File: src/hdl/jsu_pkg.sv
// Shared types, codes and byte helpers for the JSON string unescape block.
package jsu_pkg;

  // Parser phase inside or outside a quoted string
  typedef enum logic [2:0] {
    PH_IDLE,
    PH_STR,
    PH_ESC,
    PH_HEX,
    PH_AFTER_HI,
    PH_AFTER_HI_BS,
    PH_LOHEX
  } phase_e;

  // Result status codes
  typedef enum logic [2:0] {
    ST_BYTE    = 3'd0,
    ST_DONE    = 3'd1,
    ST_NOQUOTE = 3'd2,
    ST_BADESC  = 3'd3,
    ST_BADHEX  = 3'd4,
    ST_UNTERM  = 3'd5
  } status_e;

  // What the trailing part of one item's results is
  typedef enum logic [1:0] {
    TK_NONE,
    TK_RAW,
    TK_CP,
    TK_STATUS
  } tail_e;

  localparam int unsigned MaxWords = 4;
  localparam int unsigned CntW     = 3;

  localparam logic [7:0] ChQuote  = 8'h22;
  localparam logic [7:0] ChBslash = 8'h5C;
  localparam logic [7:0] ChU      = 8'h75;

  localparam logic [15:0] HiFirst = 16'hD800;
  localparam logic [15:0] HiLast  = 16'hDBFF;
  localparam logic [15:0] LoFirst = 16'hDC00;
  localparam logic [15:0] LoLast  = 16'hDFFF;
  localparam logic [20:0] SuppBase = 21'h10000;

  // One input word
  typedef struct packed {
    logic       eoi;
    logic       start;
    logic [7:0] data;
  } item_t;

  // One result word
  typedef struct packed {
    status_e    status;
    logic [7:0] data;
  } word_t;

  // All results caused by one input word
  typedef struct packed {
    word_t [MaxWords-1:0] w;
    logic  [CntW-1:0]     cnt;
  } batch_t;

  typedef struct packed {
    logic       ok;
    logic [3:0] val;
  } hex_t;

  typedef struct packed {
    logic       ok;
    logic [7:0] ch;
  } esc_t;

  // Decode one hex digit, either case
  function automatic hex_t hex_map(input logic [7:0] b);
    hex_t r;
    r.ok  = 1'b1;
    r.val = 4'd0;
    if (b >= 8'h30 && b <= 8'h39) begin
      r.val = 4'(b - 8'h30);
    end else if (b >= 8'h61 && b <= 8'h66) begin
      r.val = 4'(b - 8'h57);
    end else if (b >= 8'h41 && b <= 8'h46) begin
      r.val = 4'(b - 8'h37);
    end else begin
      r.ok = 1'b0;
    end
    return r;
  endfunction

  // Translate a simple escape character
  function automatic esc_t esc_map(input logic [7:0] b);
    esc_t r;
    r.ok = 1'b1;
    case (b)
      8'h22:   r.ch = 8'h22;
      8'h5C:   r.ch = 8'h5C;
      8'h2F:   r.ch = 8'h2F;
      8'h62:   r.ch = 8'h08;
      8'h66:   r.ch = 8'h0C;
      8'h6E:   r.ch = 8'h0A;
      8'h72:   r.ch = 8'h0D;
      8'h74:   r.ch = 8'h09;
      default: begin
        r.ok = 1'b0;
        r.ch = 8'h00;
      end
    endcase
    return r;
  endfunction

endpackage

File: src/hdl/jsu_utf8.sv
// UTF-8 encoder: one code point to up to four byte words.
module jsu_utf8 (
  input  logic [20:0]                         cp_i,
  output jsu_pkg::word_t [jsu_pkg::MaxWords-1:0] w_o,
  output logic [jsu_pkg::CntW-1:0]            cnt_o
);
  import jsu_pkg::*;

  // Pick the sequence length and fill the bytes
  always_comb begin
    for (int i = 0; i < MaxWords; i++) begin
      w_o[i].status = ST_BYTE;
      w_o[i].data   = 8'h00;
    end
    if (cp_i < 21'h80) begin
      w_o[0].data = cp_i[7:0];
      cnt_o       = CntW'(1);
    end else if (cp_i < 21'h800) begin
      w_o[0].data = {3'b110, cp_i[10:6]};
      w_o[1].data = {2'b10, cp_i[5:0]};
      cnt_o       = CntW'(2);
    end else if (cp_i < SuppBase) begin
      w_o[0].data = {4'b1110, cp_i[15:12]};
      w_o[1].data = {2'b10, cp_i[11:6]};
      w_o[2].data = {2'b10, cp_i[5:0]};
      cnt_o       = CntW'(3);
    end else begin
      w_o[0].data = {5'b11110, cp_i[20:18]};
      w_o[1].data = {2'b10, cp_i[17:12]};
      w_o[2].data = {2'b10, cp_i[11:6]};
      w_o[3].data = {2'b10, cp_i[5:0]};
      cnt_o       = CntW'(4);
    end
  end

endmodule

File: src/hdl/jsu_decode.sv
// Parser state and per-word decode into a batch of result words.
module jsu_decode (
  input  logic            clk_i,
  input  logic            rst_ni,
  input  logic            fire_i,
  input  jsu_pkg::item_t  item_i,
  output jsu_pkg::batch_t batch_o
);
  import jsu_pkg::*;

  phase_e      phase_q, phase_d;
  logic [15:0] accum_q, accum_d;
  logic [1:0]  digit_q, digit_d;
  logic [15:0] held_q, held_d;

  logic [7:0]  b;
  logic        is_quote, is_bs, is_u, last_digit, hi_range, lo_range;
  hex_t        hx;
  esc_t        esc;
  logic [15:0] accum_n;
  logic [20:0] comb_cp;

  tail_e       str_kind, esc_kind, tail_kind;
  status_e     str_status, esc_status, tail_status;
  logic [7:0]  esc_byte, tail_byte;
  logic [20:0] tail_cp;
  logic        prefix;
  phase_e      str_next, esc_next;

  word_t [MaxWords-1:0] cp_w, tw;
  logic  [CntW-1:0]     cp_n, tn;

  // Byte classification shared by the blocks below
  assign b          = item_i.data;
  assign is_quote   = (b == ChQuote);
  assign is_bs      = (b == ChBslash);
  assign is_u       = (b == ChU);
  assign hx         = hex_map(b);
  assign esc        = esc_map(b);
  assign accum_n    = {accum_q[11:0], hx.val};
  assign last_digit = (digit_q == 2'd3);
  assign hi_range   = (accum_n >= HiFirst) && (accum_n <= HiLast);
  assign lo_range   = (accum_n >= LoFirst) && (accum_n <= LoLast);
  assign comb_cp    = SuppBase + {1'b0, held_q[9:0], accum_n[9:0]};

  // String-body and escape handling, used from several phases
  always_comb begin
    str_kind   = TK_RAW;
    str_status = ST_BYTE;
    str_next   = PH_STR;
    if (is_quote) begin
      str_kind   = TK_STATUS;
      str_status = ST_DONE;
      str_next   = PH_IDLE;
    end else if (is_bs) begin
      str_kind = TK_NONE;
      str_next = PH_ESC;
    end
    esc_kind   = TK_RAW;
    esc_status = ST_BYTE;
    esc_byte   = esc.ch;
    esc_next   = PH_STR;
    if (!esc.ok) begin
      if (is_u) begin
        esc_kind = TK_NONE;
        esc_next = PH_HEX;
      end else begin
        esc_kind   = TK_STATUS;
        esc_status = ST_BADESC;
        esc_next   = PH_IDLE;
      end
    end
  end

  // Next state
  always_comb begin
    phase_d = phase_q;
    accum_d = accum_q;
    digit_d = digit_q;
    held_d  = held_q;
    if (item_i.eoi) begin
      phase_d = PH_IDLE;
    end else if (item_i.start) begin
      accum_d = 16'h0000;
      digit_d = 2'd0;
      phase_d = is_quote ? PH_STR : PH_IDLE;
    end else begin
      unique case (phase_q)
        PH_STR: phase_d = str_next;
        PH_ESC: begin
          phase_d = esc_next;
          if (esc_next == PH_HEX) begin
            accum_d = 16'h0000;
            digit_d = 2'd0;
          end
        end
        PH_HEX, PH_LOHEX: begin
          if (!hx.ok) begin
            phase_d = PH_IDLE;
          end else begin
            accum_d = accum_n;
            if (!last_digit) begin
              digit_d = digit_q + 2'd1;
            end else begin
              digit_d = 2'd0;
              phase_d = PH_STR;
              if (phase_q == PH_HEX && hi_range) begin
                held_d  = accum_n;
                phase_d = PH_AFTER_HI;
              end
            end
          end
        end
        PH_AFTER_HI: phase_d = is_bs ? PH_AFTER_HI_BS : str_next;
        PH_AFTER_HI_BS: begin
          if (is_u) begin
            accum_d = 16'h0000;
            digit_d = 2'd0;
            phase_d = PH_LOHEX;
          end else begin
            phase_d = esc_next;
          end
        end
        PH_IDLE: phase_d = PH_IDLE;
        default: phase_d = PH_IDLE;
      endcase
    end
  end

  // Outputs: optional held high half, then the tail
  always_comb begin
    prefix      = 1'b0;
    tail_kind   = TK_NONE;
    tail_status = ST_BYTE;
    tail_byte   = b;
    tail_cp     = {5'd0, accum_n};
    if (item_i.eoi) begin
      if (phase_q == PH_IDLE) begin
        if (item_i.start) begin
          tail_kind   = TK_STATUS;
          tail_status = ST_NOQUOTE;
        end
      end else begin
        prefix      = (phase_q == PH_AFTER_HI) || (phase_q == PH_AFTER_HI_BS);
        tail_kind   = TK_STATUS;
        tail_status = ST_UNTERM;
      end
    end else if (item_i.start) begin
      if (!is_quote) begin
        tail_kind   = TK_STATUS;
        tail_status = ST_NOQUOTE;
      end
    end else begin
      unique case (phase_q)
        PH_STR: begin
          tail_kind   = str_kind;
          tail_status = str_status;
        end
        PH_ESC: begin
          tail_kind   = esc_kind;
          tail_status = esc_status;
          tail_byte   = esc_byte;
        end
        PH_HEX: begin
          if (!hx.ok) begin
            tail_kind   = TK_STATUS;
            tail_status = ST_BADHEX;
          end else if (last_digit && !hi_range) begin
            tail_kind = TK_CP;
          end
        end
        PH_LOHEX: begin
          if (!hx.ok) begin
            prefix      = 1'b1;
            tail_kind   = TK_STATUS;
            tail_status = ST_BADHEX;
          end else if (last_digit) begin
            if (lo_range) begin
              tail_kind = TK_CP;
              tail_cp   = comb_cp;
            end else begin
              prefix = 1'b1;
            end
          end
        end
        PH_AFTER_HI: begin
          if (!is_bs) begin
            prefix      = 1'b1;
            tail_kind   = str_kind;
            tail_status = str_status;
          end
        end
        PH_AFTER_HI_BS: begin
          if (!is_u) begin
            prefix      = 1'b1;
            tail_kind   = esc_kind;
            tail_status = esc_status;
            tail_byte   = esc_byte;
          end
        end
        PH_IDLE: tail_kind = TK_NONE;
        default: tail_kind = TK_NONE;
      endcase
    end
  end

  jsu_utf8 u_utf8 (
    .cp_i  (tail_cp),
    .w_o   (cp_w),
    .cnt_o (cp_n)
  );

  // Build tail words
  always_comb begin
    for (int i = 0; i < MaxWords; i++) begin
      tw[i].status = ST_BYTE;
      tw[i].data   = 8'h00;
    end
    tn = CntW'(0);
    case (tail_kind)
      TK_RAW: begin
        tw[0].data = tail_byte;
        tn         = CntW'(1);
      end
      TK_STATUS: begin
        tw[0].status = tail_status;
        tn           = CntW'(1);
      end
      TK_CP: begin
        tw = cp_w;
        tn = cp_n;
      end
      default: tn = CntW'(0);
    endcase
  end

  // Place the held high half ahead of the tail
  always_comb begin
    batch_o.w   = tw;
    batch_o.cnt = tn;
    if (prefix) begin
      batch_o.w[0].status = ST_BYTE;
      batch_o.w[0].data   = {4'b1110, held_q[15:12]};
      batch_o.w[1].status = ST_BYTE;
      batch_o.w[1].data   = {2'b10, held_q[11:6]};
      batch_o.w[2].status = ST_BYTE;
      batch_o.w[2].data   = {2'b10, held_q[5:0]};
      batch_o.w[3]        = tw[0];
      batch_o.cnt         = CntW'(3) + tn;
    end
  end

  // Advance state on each consumed word
  always_ff @(posedge clk_i or negedge rst_ni) begin
    if (!rst_ni) begin
      phase_q <= PH_IDLE;
      accum_q <= 16'h0000;
      digit_q <= 2'd0;
      held_q  <= 16'h0000;
    end else if (fire_i) begin
      phase_q <= phase_d;
      accum_q <= accum_d;
      digit_q <= digit_d;
      held_q  <= held_d;
    end
  end

endmodule

File: src/hdl/jsu_out.sv
// Result register: holds one batch and sends it out a word at a time.
module jsu_out (
  input  logic            clk_i,
  input  logic            rst_ni,
  input  logic            load_i,
  input  jsu_pkg::batch_t batch_i,
  output logic            load_ready_o,
  output logic            m_valid_o,
  input  logic            m_ready_i,
  output jsu_pkg::word_t  m_word_o,
  output logic            m_last_o
);
  import jsu_pkg::*;

  word_t [MaxWords-1:0] words_q;
  logic  [CntW-1:0]     cnt_q;
  logic  [1:0]          idx_q;
  logic                 send;

  assign m_valid_o    = (cnt_q != CntW'(0));
  assign m_last_o     = (cnt_q == CntW'(1));
  assign m_word_o     = words_q[idx_q];
  assign send         = m_valid_o && m_ready_i;
  assign load_ready_o = !m_valid_o || (m_last_o && m_ready_i);

  // Hold the batch words
  always_ff @(posedge clk_i) begin
    if (load_i && load_ready_o && batch_i.cnt != CntW'(0)) begin
      words_q <= batch_i.w;
    end
  end

  // Count down the words still to send
  always_ff @(posedge clk_i or negedge rst_ni) begin
    if (!rst_ni) begin
      cnt_q <= CntW'(0);
      idx_q <= 2'd0;
    end else if (load_i && load_ready_o && batch_i.cnt != CntW'(0)) begin
      cnt_q <= batch_i.cnt;
      idx_q <= 2'd0;
    end else if (send) begin
      cnt_q <= cnt_q - CntW'(1);
      idx_q <= idx_q + 2'd1;
    end
  end

endmodule

File: src/hdl/json_string_unescape_utf8.sv
// Streaming JSON string unescaper with UTF-8 output. Each input word goes
// into an input register, is decoded combinationally against the parser
// state and lands as a batch of up to four result words in the output
// register, which sends one word per cycle while the output is ready. A word
// that yields zero or one result does not hold up the next one, so plain
// text flows at one byte per clock while the output is ready; a word that
// yields n results (n is at most four, for a code point above U+FFFF or a
// held surrogate plus one more word) stalls the input until its last result
// goes out. tlast on the output marks the final result of an input word.
module json_string_unescape_utf8 (
  input  logic       clk_i,
  input  logic       rst_ni,
  input  logic       s_axis_tvalid_i,
  output logic       s_axis_tready_o,
  input  logic [7:0] s_axis_tdata_i,   // [7:0] data_byte
  input  logic [1:0] s_axis_tuser_i,   // [0] start_string, [1] end_of_input
  output logic       m_axis_tvalid_o,
  input  logic       m_axis_tready_i,
  output logic [7:0] m_axis_tdata_o,   // [7:0] out_byte
  output logic [2:0] m_axis_tuser_o,   // [2:0] status
  output logic       m_axis_tlast_o
);
  import jsu_pkg::*;

  logic   in_valid_q;
  item_t  item_q;
  logic   load_ready, fire;
  batch_t batch;
  word_t  m_word;

  assign s_axis_tready_o = !in_valid_q || load_ready;
  assign fire            = in_valid_q && load_ready;

  // Input register
  always_ff @(posedge clk_i or negedge rst_ni) begin
    if (!rst_ni) begin
      in_valid_q <= 1'b0;
    end else if (s_axis_tready_o) begin
      in_valid_q <= s_axis_tvalid_i;
    end
  end

  always_ff @(posedge clk_i) begin
    if (s_axis_tvalid_i && s_axis_tready_o) begin
      item_q <= '{eoi: s_axis_tuser_i[1], start: s_axis_tuser_i[0], data: s_axis_tdata_i};
    end
  end

  jsu_decode u_decode (
    .clk_i   (clk_i),
    .rst_ni  (rst_ni),
    .fire_i  (fire),
    .item_i  (item_q),
    .batch_o (batch)
  );

  jsu_out u_out (
    .clk_i        (clk_i),
    .rst_ni       (rst_ni),
    .load_i       (in_valid_q),
    .batch_i      (batch),
    .load_ready_o (load_ready),
    .m_valid_o    (m_axis_tvalid_o),
    .m_ready_i    (m_axis_tready_i),
    .m_word_o     (m_word),
    .m_last_o     (m_axis_tlast_o)
  );

  assign m_axis_tdata_o = m_word.data;
  assign m_axis_tuser_o = m_word.status;

  // A status word always closes the results of its input word
  assert property (@(posedge clk_i) disable iff (!rst_ni)
    m_axis_tvalid_o && m_axis_tuser_o != ST_BYTE |-> m_axis_tlast_o)
    else $error("status word not last of its batch");

  // Status words carry a zero byte
  assert property (@(posedge clk_i) disable iff (!rst_ni)
    m_axis_tvalid_o && m_axis_tuser_o != ST_BYTE |-> m_axis_tdata_o == 8'h00)
    else $error("status word with nonzero data");

  // A waiting input word stays until the output can take its batch
  assert property (@(posedge clk_i) disable iff (!rst_ni)
    in_valid_q && !load_ready |=> in_valid_q && $stable(item_q))
    else $error("input word lost while output busy");

endmodule
File: config.mk
export PLATFORM = sky130hd
export DESIGN_NAME = json_string_unescape_utf8
export DESIGN_NICKNAME = d
export VERILOG_FILES = /design/src/hdl/jsu_pkg.sv /design/src/hdl/jsu_utf8.sv /design/src/hdl/jsu_decode.sv /design/src/hdl/jsu_out.sv /design/src/hdl/json_string_unescape_utf8.sv
export SDC_FILE = /design/constraint.sdc
export NUM_CORES = 1
export LEC_CHECK = 0
export ABC_AREA = 1
export BUFFER_PORTS_ARGS = -buffer_cell sky130_fd_sc_hd__clkbuf_2
export CORE_UTILIZATION = 40
export DETAILED_ROUTE_END_ITERATION = 6
export PLACE_DENSITY_LB_ADDON = 0.25
export SYNTH_ARGS = -nofsm -noshare
export SYNTH_HDL_FRONTEND = slang
export SYNTH_HIERARCHICAL = 1
export SYNTH_SLANG_ARGS = --single-unit
File: constraint.sdc
create_clock -name clk_i -period 4.63 [get_ports clk_i]
set_input_delay 0.6945 -clock clk_i [delete_from_list [all_inputs] [get_ports clk_i]]
set_output_delay 0.6945 -clock clk_i [all_outputs]
set_load 0.01 [all_outputs]
---- After elaboration in Yosys (flattened, before gate mapping) ----
Index checks and enable logic that the tools add are counted.
storage, ports and cells
  output and inout port bits .............. 14
  logic and storage cells ................. 208
  flip-flop bits (word level) ............. 93
  bits of input ports ..................... 14
operators by class
  bitwise operators ....................... 3
  eq/ne operators ......................... 25
  mux-type cells .......................... 105
  reductions and logical operators ........ 30
  add/subtract/negate cells ............... 8
  order comparisons ....................... 14
operators with widths
  kind                                                                              number
  21-bit 2-to-1 mux                                                                 6
  8-bit 2-to-1 mux                                                                  10
  3-bit 2-to-1 mux                                                                  22
  8-bit by 7-bit equality test with 1-bit output, second input constant             7
  7-bit one-hot mux with 8 select lines                                             1
  2-bit 2-to-1 mux                                                                  27
  12-bit 2-to-1 mux                                                                 4
  47-bit 2-to-1 mux                                                                 1
  12-bit one-hot mux with 3 select lines                                            1
  16-bit >= comparator, second input constant                                       2
  16-bit less-or-equal comparator, second input constant                            2
  8-bit one-hot mux with 2 select lines                                             2
  30-bit 2-to-1 mux                                                                 1
  3-bit one-hot mux with 5 select lines                                             2
  6-bit 2-to-1 mux                                                                  4
  11-bit binary-select mux with 2-bit select                                        1
  17-bit by 20-bit adder with 21-bit output, first input constant                   1
  21-bit by 12-bit less-than comparator with 1-bit output, second input constant    1
  21-bit by 17-bit less-than comparator with 1-bit output, second input constant    1
  21-bit by 8-bit less-than comparator with 1-bit output, second input constant     1
  8-bit by 6-bit equality test with 1-bit output, second input constant             2
  8-bit by 7-bit >= comparator with 1-bit output, second input constant             2
  8-bit by 7-bit less-or-equal comparator with 1-bit output, second input constant  2
  1-bit 2-to-1 mux                                                                  14
  other kinds (37)                                                                  68

---- Longest topological paths before layout ----
  depth in word-level cells ............... 23
  gate-level depth with buffers ........... 31
  mapped depth without buffers ............ 29

---- By module ----
Netlist, hierarchy kept.
by module, submodules not included
  module                     sequential area each (µm²)  area each (µm²)  cells an instance  instances
  jsu_decode                 825.8                       3308.2           540                1
  jsu_out                    1446.4                      2000.7           159                1
  jsu_utf8                   0.0                         644.4            131                1
  json_string_unescape_utf8  325.3                       352.8            18                 1

---- Worst setup path before layout ----
OpenSTA, ideal clock, no wires.
  path kind ............................... register -> register
  start point ............................. register item_q[0] (netlist name)
  end point ............................... register u_out/words_q[0] (netlist name) (enable)
  data arrival time ....................... 3.904 ns
  setup time .............................. 0.380 ns
  buffers on the path ..................... 2
  setup slack ............................. 0.346 ns
  required time ........................... 4.250 ns
  stages on the path, launching flop included .. 28
  period minus slack after synthesis ...... 4.284 ns
  cell sequence ........................... edfxtp_1 inv_1 ha_1 nand3_2 inv_1 nand2_2 nand3_1 nor2_2 nand2_1 o21bai_2 nor2_1 nand2_1 nand2_1 nand2_1 nand2_1 inv_1 ha_1 clkbuf_1 clkbuf_1 nand2_1 ha_1 xor2_1 nand2_1 o21ai_1 inv_1 a21oi_4 nand2_2 inv_2
RTL lines
  element                   line                             text
  start: declaration        json_string_unescape_utf8.sv:26  item_t item_q;
  start signal: assignment  json_string_unescape_utf8.sv:45  item_q <= '{eoi: s_axis_tuser_i[1], start: s_axis_tuser_i[0], data: s_axis_tdata_i};
  end signal: assignment    jsu_out.sv:29                    words_q <= batch_i.w;
  end: declaration          jsu_out.sv:15                    word_t [MaxWords-1:0] words_q;

==> key figures <==
Placed design
  – Final GP Congestion: 0.932
  – PortBufs: 27
  – Placed Cells: 1066
  – Dpl hpwl: 11900 um

Final layout
  – Multi-input gate area: 3100 um^2
  – Inserted Diodes: 0
  – Layout fillers: 1583
  – Seq. cell area: 2600 um^2
  – Share of cells above drive strength 1: 0.151
  – Commonest non-fill, non-tap cell in the layout: nand2_1
  – Area growth from synthesis to layout: 10.0%
  – Finished Layout Cells: 1089
  – Nets: 901
  – Post-layout util: 0.453
  – Most frequent cells in the layout: 228 x nand2_1, 111 x nor2_1, 87 x inv_1, 58 x o21ai_1, 54 x edfxtp_1

Drt
  – Vias per cell: 5.05
  – DRT iter0 DRCs: 499
  – Drt pass-1 iters: 5
  – Post-DR wirelength/cell: 15.0 um
  – Total wire length: 16300 um
  – Vias: 5503
  – Antenna Nets Post-Route: 0
  – DRC viols: 0

Floorplan
  – Starting Density: 0.412
  – Core area: 15300 um^2
  – Die area: 16300 um^2
  – DIE HEIGHT: 128 um
  – Io pins: 28
  – Num rows: 45
  – Die X: 128 um

Yosys
  – Mapped Area: 6310 um^2
  – Post-synthesis cell type count: 46
  – Yosys reg bits: 93
  – Synthesized instance count: 848
  – Mapped Avg Cell Area: 7.44 um^2
  – Post-synthesis sequential area ratio: 0.412
  – Synth Warn #: 6

Run status
  – Status: complete, no violations

Power and ir drop
  – Lkg Pwr: 3.13 nW
  – Pwr/cell area: 573 nW/um^2
  – VDD IR-drop max: 0.255 mV
  – Total power: 3.98 mW

CTS
  – Clk slew on worst S/H paths: 80 ps
  – Root buf cell: clkbuf_16
  – Max H-tree Level: 3
  – CTS tree: yes
  – Clk sinks: 93
  – Total CTS buffers: 9
  – Clk_lat worst skew: 360 ps
  – Clk buf depth: 2

Timing
  – Setup Total Neg Slack: 0 ps
  – Worst-margin pin slew: 1020 ps
  – Hold WS: 462 ps
  – Final Hold Fails: 0
  – Fin. max-slew vios: 0
  – Slew margin rel.: 0.318
  – Fin crit share: 0.904
  – Max Freq: 0.239 GHz
  – RSZ-0062 raised after global routing: false
  – Final Skew: 13.9 ps
  – Final setup vio count: 0
  – Period minus WS final: 4190 ps

Setup path
  – Worst EP required: 4690 ps
  – Slowest Stage Delay on Critical Path: 410 ps
  – CP max-delay cell: edfxtp_1
  – CP max FO: 22
  – Crit path top cell by count: nand2_1
  – Critical path class: register to register
  – Arr. time, crit path: 4250 ps
  – Startpoint class of the critical path: register
  – Crit end category: register

Global route
  – GRT Util Overall: 0.213
  – Pin count of the biggest net entering global routing: 43
  – First-pass GRT wire length: 26700 um
  – Grt total ovfl: 0
  – Vias in the first global route: 5201
  – Initial antenna violation count: 0

Hold path
  – Tightest Hold Check Type: register to register

Job
  – Max-Cap Viols: 0
==> synth_stat cells (all sizes together) <==
library cell,n,area share
edfxtp,54,0.26
nand3b,3,0.0036
nand4,8,0.0089
o41ai,1,0.0026
a22oi,1,0.0012
conb,1,0.00059
nand3,62,0.062
nor2,121,0.078
nand2,241,0.15
xor2,3,0.0042
o221ai,3,0.0042
o211ai,2,0.0032
nor3b,1,0.0020
buf,41,0.046
o21bai,2,0.0048
inv,105,0.064
or2,2,0.0020
a31oi,2,0.0020
o31ai,1,0.0012
xnor2,1,0.0014
o21ai,94,0.077
clkbuf,5,0.0030
ha,14,0.028
nor3,2,0.0016
o22ai,17,0.017
a21oi,22,0.019
dfrtp,39,0.15
==> flip-flops by register name, indices dropped and copies added (netlist names) <==
register and flops:
u_decode/digit_q 2, u_decode/accum_q 12, u_decode/phase_q 3, u_out/idx_q 2, u_out/cnt_q 3, u_out/words_q 44, item_q 10, u_decode/held_q 16
in_valid_q 1
==> metrics by stage <==
stage / setup slack, ps / instance area, um^2
2_1_floorplan: 346 / 6360
3_3_place_gp: 229 / 6570
3_5_place_dp: 116 / 6570
4_1_cts: 89.0 / 6850
5_1_grt: 21.7 / 6940
6_report: 444 / 6940
==> worst max-delay path: cells and delay by family, from the launching register on <==
family / cells / cell delay (ps)
simple gates: 16 / 1730
flops: 1 / 410
xor+xnor: 1 / 150
compound gates: 3 / 480
buf+inv: 6 / 680
fa+ha+maj: 2 / 420
==> where the power goes <==
part           internal (mW)  switching [mW]  leakage (nW)  total [mW]
registers               1.18           0.182          1.00        1.36
clock network          0.370           0.339         0.137       0.709
logic                  0.643            1.26          1.99        1.91
total                   2.19            1.79          3.13        3.98
==> per-layer routing <==
metal	vias to the layer above	GRT usage	part of all wire
met1	2525	0.303	0.48
met2	184	0.330	0.44
met4	0	0.0805	0.018
met3	19	0.0289	0.058
li1	2775	-	-
met5	-	0	0
==> area by class of cell <==
cell class	instances	share of cell area
multi-input combinational	619	0.447
sequential	93	0.374
inverter	105	0.0583
timing repair buffer	45	0.0426
tap	211	0.0381
clock buffer	9	0.0325
clock inverter	7	0.00758
==> logic make-up after synthesis <==
kind of cell / synth area share
AOI/OAI and AO/OA: 0.132
xor gates and xnor gates: 0.00556
adders and majority gates: 0.0278
buffers and inverters: 0.112
DFF: 0.412
other: 0.000595
and+or+nand+nor: 0.310
==> path summary, 6_finish.rpt <==
check,endpoint,cells after the start,from,slack [ps]
worst max-delay path,u_out/words_q[19],28,item_q[1],440
worst min-delay path,u_decode/held_q[11],2,u_decode/held_q[11],460
worst max register to register,u_out/words_q[19],28,item_q[1],440
worst min register to register,u_decode/held_q[11],2,u_decode/held_q[11],460
max in group asynchronous,u_decode/accum_q[6],1,rst_ni,3490
min in group asynchronous,u_decode/phase_q[2],1,rst_ni,510
==> repair_timing <==
item	in CTS	in global routing
buffers inserted	0	6
setup endpoints to repair	0	49
resized for setup	0	9
hold buffers	0	0
Note: power is estimated with default switching activity, not from simulation.
